## src/rtl/core/firq15_pkg.sv

```systemverilog
// ----------------------------------------------------------------------------
// firq15_pkg
// Shared widths, command codes and control bundles of the Q1.15 FIR filter.
// ----------------------------------------------------------------------------
`default_nettype none

package firq15_pkg;

   localparam int TAPS   = 32;
   localparam int DATA_W = 16;
   localparam int IDX_W  = 5;
   localparam int FRAC_W = 15;
   localparam int PROD_W = 2 * DATA_W;
   localparam int ACC_W  = PROD_W + $clog2(TAPS);
   localparam int SH_W   = ACC_W - FRAC_W;
   localparam int CNT_W  = (TAPS > 1) ? $clog2(TAPS) : 1;

   localparam logic CMD_SAMPLE = 1'b0;
   localparam logic CMD_LOAD   = 1'b1;

   typedef logic signed [DATA_W-1:0] q15_type;
   typedef logic signed [PROD_W-1:0] prod_type;
   typedef logic signed [ACC_W-1:0]  acc_type;

   typedef struct packed {
      logic shift;
      logic rotate;
   } cell_ctrl_type;

   typedef struct packed {
      logic clear;
      logic mult;
   } mac_ctrl_type;

endpackage

`default_nettype wire

```

## src/rtl/core/firq15_cell.sv

```systemverilog
// ----------------------------------------------------------------------------
// firq15_cell
// One tap of the ring: holds a delayed sample and its weight, and hands both
// to the next tap whenever the ring rotates.
// ----------------------------------------------------------------------------
`default_nettype none

module firq15_cell (
   input  wire                        clock,
   input  wire                        reset,
   input  firq15_pkg::cell_ctrl_type  ctrl,
   input  firq15_pkg::q15_type        shift_sample,
   input  firq15_pkg::q15_type        rot_sample,
   input  firq15_pkg::q15_type        rot_weight,
   input  wire                        load_hit,
   input  firq15_pkg::q15_type        load_value,
   output firq15_pkg::q15_type        sample,
   output firq15_pkg::q15_type        weight
);
   import firq15_pkg::*;

   q15_type sample_ff, sample_in;
   q15_type weight_ff, weight_in;

   always_comb begin
      priority if (ctrl.shift) begin
         sample_in = shift_sample;
      end else if (ctrl.rotate) begin
         sample_in = rot_sample;
      end else begin
         sample_in = sample_ff;
      end

      priority if (ctrl.rotate) begin
         weight_in = rot_weight;
      end else if (load_hit) begin
         weight_in = load_value;
      end else begin
         weight_in = weight_ff;
      end
   end

   always_ff @(posedge clock) begin
      if (reset) begin
         sample_ff <= '0;
         weight_ff <= '0;
      end else begin
         sample_ff <= sample_in;
         weight_ff <= weight_in;
      end
   end

   assign sample = sample_ff;
   assign weight = weight_ff;

endmodule

`default_nettype wire

```

## src/rtl/core/firq15_mac.sv

```systemverilog
// ----------------------------------------------------------------------------
// firq15_mac
// Multiply-accumulate at the tail of the ring, with floor shift by 15 and
// saturation of the finished sum to Q1.15.
// ----------------------------------------------------------------------------
`default_nettype none

module firq15_mac (
   input  wire                       clock,
   input  wire                       reset,
   input  firq15_pkg::mac_ctrl_type  ctrl,
   input  firq15_pkg::q15_type       tap_sample,
   input  firq15_pkg::q15_type       tap_weight,
   output firq15_pkg::q15_type       filtered
);
   import firq15_pkg::*;

   localparam logic signed [SH_W-1:0] SAT_HI = SH_W'(32767);
   localparam logic signed [SH_W-1:0] SAT_LO = -SH_W'(32768);

   prod_type prod_ff, prod_in;
   logic     prod_vld_ff, prod_vld_in;
   acc_type  acc_ff, acc_in;
   logic signed [SH_W-1:0] shifted;

   assign prod_in     = tap_sample * tap_weight;
   assign prod_vld_in = ctrl.mult;

   always_comb begin
      priority if (ctrl.clear) begin
         acc_in = '0;
      end else if (prod_vld_ff) begin
         acc_in = acc_ff + ACC_W'(prod_ff);
      end else begin
         acc_in = acc_ff;
      end
   end

   always_ff @(posedge clock) begin
      if (reset) begin
         prod_vld_ff <= 1'b0;
      end else begin
         prod_vld_ff <= prod_vld_in;
      end
   end

   always_ff @(posedge clock) begin
      prod_ff <= prod_in;
      acc_ff  <= acc_in;
   end

   // Arithmetic shift rounds towards minus infinity, as required.
   assign shifted = SH_W'(acc_ff >>> FRAC_W);

   always_comb begin
      priority if (shifted > SAT_HI) begin
         filtered = q15_type'(SAT_HI);
      end else if (shifted < SAT_LO) begin
         filtered = q15_type'(SAT_LO);
      end else begin
         filtered = q15_type'(shifted);
      end
   end

endmodule

`default_nettype wire

```

## src/rtl/core/fir_filter_q15.sv

```systemverilog
// A sample word is filtered over the RUN, SUM and DONE states before its result reaches rsp_;
// no new request is taken until then. Load words are taken one per cycle while idle.
// The single multiply-accumulate at the ring tail sees one tap per cycle.
// Reset (synchronous): delay line and weights clear to zero, no result pending.
// Requests stall while a sample is being filtered.
// ----------------------------------------------------------------------------
// fir_filter_q15
// Direct-form FIR filter on Q1.15 samples built as a rotating ring of taps.
// ----------------------------------------------------------------------------
`default_nettype none

module fir_filter_q15 (
   input  wire                          clock,
   input  wire                          reset,
   input  wire                          req_valid,
   output logic                         req_stall,
   input  wire                          req_command,
   input  wire [firq15_pkg::IDX_W-1:0]  req_tap_index,
   input  firq15_pkg::q15_type          req_value,
   input  wire                          req_block_end,
   output logic                         rsp_valid,
   input  wire                          rsp_stall,
   output firq15_pkg::q15_type          rsp_filtered,
   output logic                         rsp_block_last
);
   import firq15_pkg::*;

   localparam logic [1:0] ST_IDLE = 2'd0;
   localparam logic [1:0] ST_RUN  = 2'd1;
   localparam logic [1:0] ST_SUM  = 2'd2;
   localparam logic [1:0] ST_DONE = 2'd3;

   logic [1:0]       state_ff, state_in;
   logic [CNT_W-1:0] cnt_ff, cnt_in;
   logic             last_ff, last_in;
   logic             rsp_valid_ff, rsp_valid_in;
   q15_type          rsp_filtered_ff;
   logic             rsp_last_ff;

   logic          req_acc, sample_acc, load_acc, out_load;
   cell_ctrl_type cell_ctrl;
   mac_ctrl_type  mac_ctrl;
   logic [TAPS-1:0] load_hit;
   q15_type       sample_q [TAPS];
   q15_type       weight_q [TAPS];
   q15_type       mac_filtered;

   assign req_acc    = req_valid & ~req_stall;
   assign sample_acc = req_acc & (req_command == CMD_SAMPLE);
   assign load_acc   = req_acc & (req_command == CMD_LOAD);
   assign out_load   = (state_ff == ST_DONE) & (~rsp_valid_ff | ~rsp_stall);

   assign cell_ctrl.shift  = sample_acc;
   assign cell_ctrl.rotate = (state_ff == ST_RUN);
   assign mac_ctrl.clear   = sample_acc;
   assign mac_ctrl.mult    = (state_ff == ST_RUN);

   always_comb begin
      state_in = state_ff;
      cnt_in   = cnt_ff;
      unique case (state_ff)
         ST_IDLE: begin
            cnt_in = '0;
            if (sample_acc) begin
               state_in = ST_RUN;
            end
         end
         ST_RUN: begin
            cnt_in = cnt_ff + CNT_W'(1);
            if (cnt_ff == CNT_W'(TAPS - 1)) begin
               state_in = ST_SUM;
            end
         end
         ST_SUM: begin
            state_in = ST_DONE;
         end
         ST_DONE: begin
            if (out_load) begin
               state_in = ST_IDLE;
            end
         end
         default: begin
            state_in = ST_IDLE;
         end
      endcase
   end

   assign last_in      = sample_acc ? req_block_end : last_ff;
   assign rsp_valid_in = out_load | (rsp_valid_ff & rsp_stall);

   always_ff @(posedge clock) begin
      if (reset) begin
         state_ff     <= ST_IDLE;
         cnt_ff       <= '0;
         rsp_valid_ff <= 1'b0;
      end else begin
         state_ff     <= state_in;
         cnt_ff       <= cnt_in;
         rsp_valid_ff <= rsp_valid_in;
      end
   end

   always_ff @(posedge clock) begin
      last_ff <= last_in;
      if (out_load) begin
         rsp_filtered_ff <= mac_filtered;
         rsp_last_ff     <= last_ff;
      end
   end

   // Each tap takes from its predecessor; the first tap closes the ring from
   // the last one, so TAPS rotations bring every pair back to its place.
   for (genvar k = 0; k < TAPS; k++) begin : g_tap
      localparam int PREV = (k == 0) ? TAPS - 1 : k - 1;
      q15_type shift_src;

      assign load_hit[k] = load_acc & (int'(req_tap_index) == k);

      if (k == 0) begin : g_head
         assign shift_src = req_value;
      end else begin : g_body
         assign shift_src = sample_q[PREV];
      end

      firq15_cell u_cell (
         .clock        (clock),
         .reset        (reset),
         .ctrl         (cell_ctrl),
         .shift_sample (shift_src),
         .rot_sample   (sample_q[PREV]),
         .rot_weight   (weight_q[PREV]),
         .load_hit     (load_hit[k]),
         .load_value   (req_value),
         .sample       (sample_q[k]),
         .weight       (weight_q[k])
      );
   end

   firq15_mac u_mac (
      .clock      (clock),
      .reset      (reset),
      .ctrl       (mac_ctrl),
      .tap_sample (sample_q[TAPS-1]),
      .tap_weight (weight_q[TAPS-1]),
      .filtered   (mac_filtered)
   );

   assign req_stall      = (state_ff != ST_IDLE);
   assign rsp_valid      = rsp_valid_ff;
   assign rsp_filtered   = rsp_filtered_ff;
   assign rsp_block_last = rsp_last_ff;

endmodule

`default_nettype wire

```

## config.mk

```make
export PLATFORM = sky130hd
export DESIGN_NAME = fir_filter_q15
export DESIGN_NICKNAME = d
export VERILOG_FILES = /design/src/rtl/core/firq15_pkg.sv /design/src/rtl/core/firq15_cell.sv /design/src/rtl/core/firq15_mac.sv /design/src/rtl/core/fir_filter_q15.sv
export SDC_FILE = /design/constraint.sdc
export NUM_CORES = 2
export LEC_CHECK = 0
export BUFFER_PORTS_ARGS = -buffer_cell sky130_fd_sc_hd__clkbuf_2
export CORE_ASPECT_RATIO = 0.75
export CORE_MARGIN = 4
export CORE_UTILIZATION = 45
export DETAILED_ROUTE_END_ITERATION = 12
export SLEW_MARGIN = 20
export SYNTH_ARGS = -nofsm -noshare
export SYNTH_HDL_FRONTEND = slang
export SYNTH_SLANG_ARGS = --single-unit
```

## constraint.sdc

```tcl
create_clock -name clock -period 7.65 [get_ports clock]
set_input_delay 0.765 -clock clock [delete_from_list [all_inputs] [get_ports clock]]
set_output_delay 0.765 -clock clock [all_outputs]
set_load 0.1 [all_outputs]
```

==> run summary <==
TritonCTS clock tree - built
Worst Hold Slack - 240 ps
Area Overhead vs Synth - 9.15%
leading cell types by count after synthesis - nand2_1 (1733), a21oi_1 (1106), dfxtp_1 (1102), a22oi_1 (512), clkbuf_1 (398)
TritonCTS Buffers - 110
First DRT Iteration DRCs - 3876
final period utilization - 84.9%
reg2reg end - u_mac.prod_ff[31]
status - finished clean
hold crit path type - in -> reg
fmax - 154 MHz
Buf+Inv Stages, Crit Path - 3
Peak VDD IR - 0.000317 V
Final nets - 6418
met3 routed WL - 8940 µm
Final Skew - 26.4 ps
drt drc - 0
Worst-path clk slew - 70 ps
Via-to-Cell Ratio - 5.45
GP Congestion - 0.847
Root Buffer - clkbuf_16
Slew Limit Fails - 0
cell taking the most area after synthesis - dfxtp_1
post-CTS sizing - 0
Startpoint Class - flop
Async SR Flop Fraction - 0%
layout cells sized above 1 - 5.92%
WL final - 131000 µm
GRT Total Usage - 20.9%
worst stage delay on the critical path - 910 ps
share of the synthesized area in the top cell type - 42.0%
H-tree depth - 3
design area - 0.0573 mm²
Crit Path Max Fanout - 18
FF-to-FF Start - g_tap[31].u_cell.weight[1]
met2 wire len - 54100 µm
synthesized area - 0.0525 mm²
#FFs+latches synth - 1120
critical path's slowest cell - fa_1
critical path type - reg -> reg
Routed Antenna Nets - 0
Pre-antenna DRT Iters - 6
most used cell, CP - fa_1
setup repair bufs after CTS - 0
Final Hold Fails - 0
CP cell instances - nand2_1, inv_1, fa_1, fa_1, fa_1, fa_1, fa_1, inv_1, fa_1, inv_1, ha_1, nand2_1, nor2_1, nand2_1, nor3_1, a2111oi_4, o31ai_2, a21oi_2, xnor2_1
Starting Density - 45.3%
clock buffer depth - 3
DR vias - 41600
Rows - 108
Synthesized Nets - 6679
synthesized instance count - 6265
Worst Path Required - 8260 ps
worst reg2reg path depth - 19
sequential cell area fraction in the yosys report - 43.0%
pwr/cell area - 313 mW/mm²
final count of negative-setup-slack endpoints - 0
CP top delay family - adder cells
Distinct cells, synth - 69
RSZ-0062 raised after global routing - false
worst-skew pair later-pin latency - 730 ps
arrival time worst endpoint - 7100 ps
die width - 402 µm
Pleak - 0.0213 µW
vias in the first global route - 38700
Hold Path Origin - req_block_end
placed inst area - 0.0535 mm²
wire length per cell - 17.2 µm
min cycle time layout - 6500 ps
Port Buf Inserts - 45
flop2flop setup slack - 1150 ps
Final Util - 49.5%
Most used DFF post-synth - dfxtp_1
max_slew headroom - 15.9%
grt ovf - 0
critical path capture point type - flop
Synth Area per Inst - 8.38 µm²
top routing layer in use - met5
Least-Margin Pin Slew - 1260 ps
Die Y - 304 µm
Core ar. - 0.116 mm²
initial antenna violation count - 4
worst hold path depth - 1
clk sinks - 1120
post-detail-place hpwl - 84500 µm
# IOs - 46
largest net degree at the start of global routing - 250
setup TNS - 0 ps
Hold Buf Count CTS - 0
top-count cell post-synth - nand2_1
hold endpoint - last_ff
number of flops mapped to enable cells by yosys - 18
Synth warnings - 0
die area - 0.122 mm²
Metal-1 WL - 66000 µm
ranking of synthesized cells by area - dfxtp_1 (42%), nand2_1 (12%), a21oi_1 (11%)
first-pass GRT wire length - 212000 µm
max_cap viols - 0
layout make-up:
class / count / area, µm²
Multi-Input combinational cell: 4348 / 26900
Fill cell: 11100 / 58500
Inverter: 307 / 1150
Timing Repair Buffer: 117 / 867
Tap cell: 1540 / 1930
Clock buffer: 155 / 3200
Clock inverter: 46 / 612
Antenna cell: 3 / 7.51
Sequential cell: 1120 / 22600
power breakdown:
part | leakage, µW | switching, µW | total (µW) | internal [µW]
clock network | 0.00187 | 2390 | 5680 | 3290
logic | 0.0103 | 3640 | 4990 | 1350
registers | 0.00909 | 619 | 7270 | 6650
flip-flops by register name, indices dropped and copies added (netlist names):
register and flops:
cnt_ff 5, g_tap.u_cell.weight 512, last_ff 1, state_ff 2, rsp_valid 1, rsp_block_last 1
rsp_filtered 16, u_mac.prod_vld_ff 1, u_mac.prod_ff 32, g_tap.u_cell.sample 512, u_mac.acc_ff 37
through the flow:
step                std cells  worst slack (ps)  power, µW
finish                   7636              1150      17900
global route             7634               814      19000
CTS                      7633              1180      18100
detailed placement       7432              1180      12300
global placement         7432              1300      12300
floorplan                6265              1650      10900
logic make-up after synthesis:
logic type / share of synthesized area, %
AND/OR/NAND/NOR: 15.9
AO/OA/AOI/OAI: 20.4
flip-flops: 43.0
buffers and inverters: 5.88
adder cells (fa/ha/maj): 13.0
XOR/XNOR: 0.984
multiplexers: 0.820
worst reg2reg max path, cell delays in order (launching register included):
cell and delay (ps):
dfxtp_1 810, nand2_1 210, inv_1 180, fa_1 550, fa_1 910, fa_1 540
fa_1 510, fa_1 490, inv_1 50, fa_1 470, inv_1 40, ha_1 350
nand2_1 70, nor2_1 90, nand2_1 90, nor3_1 400, a2111oi_4 140, o31ai_2 260
a21oi_2 90, xnor2_1 120
layout by cell type, fill, tap and decap left out, types with 103 or more instances in the layout:
| cell | count |
|---|---|
| clkbuf_16 | 115 |
| nand2_1 | 1732 |
| inv_1 | 305 |
| fa_1 | 263 |
| a21oi_1 | 1094 |
| nor2_1 | 103 |
| ha_1 | 123 |
| dfxtp_1 | 1101 |
| and2_1 | 126 |
| a22oi_1 | 512 |
per-layer routing:
layer | vias to the layer above | global-route usage, %
li1 | 20400 | -
met1 | 20100 | 32.5
met2 | 903 | 29.3
met3 | 165 | 5.04
met4 | 4 | 4.10
met5 | - | 0
how the worst max path moves through the flow:
stage | endpoint | start | cells past startpoint | slack [ps]
2_1_floorplan | u_mac.prod_ff[30] | g_tap[31].u_cell.sample[15] | 22 | 1650
3_3_place_gp | u_mac.prod_ff[31] | g_tap[31].u_cell.sample[15] | 19 | 1300
3_5_place_dp | u_mac.prod_ff[31] | g_tap[31].u_cell.sample[15] | 19 | 1180
4_1_cts | u_mac.prod_ff[31] | g_tap[31].u_cell.weight[1] | 19 | 1180
5_1_grt | u_mac.prod_ff[30] | g_tap[31].u_cell.weight[1] | 20 | 810
6_report | u_mac.prod_ff[31] | g_tap[31].u_cell.weight[1] | 19 | 1150
(Power assumes the default switching activity.)
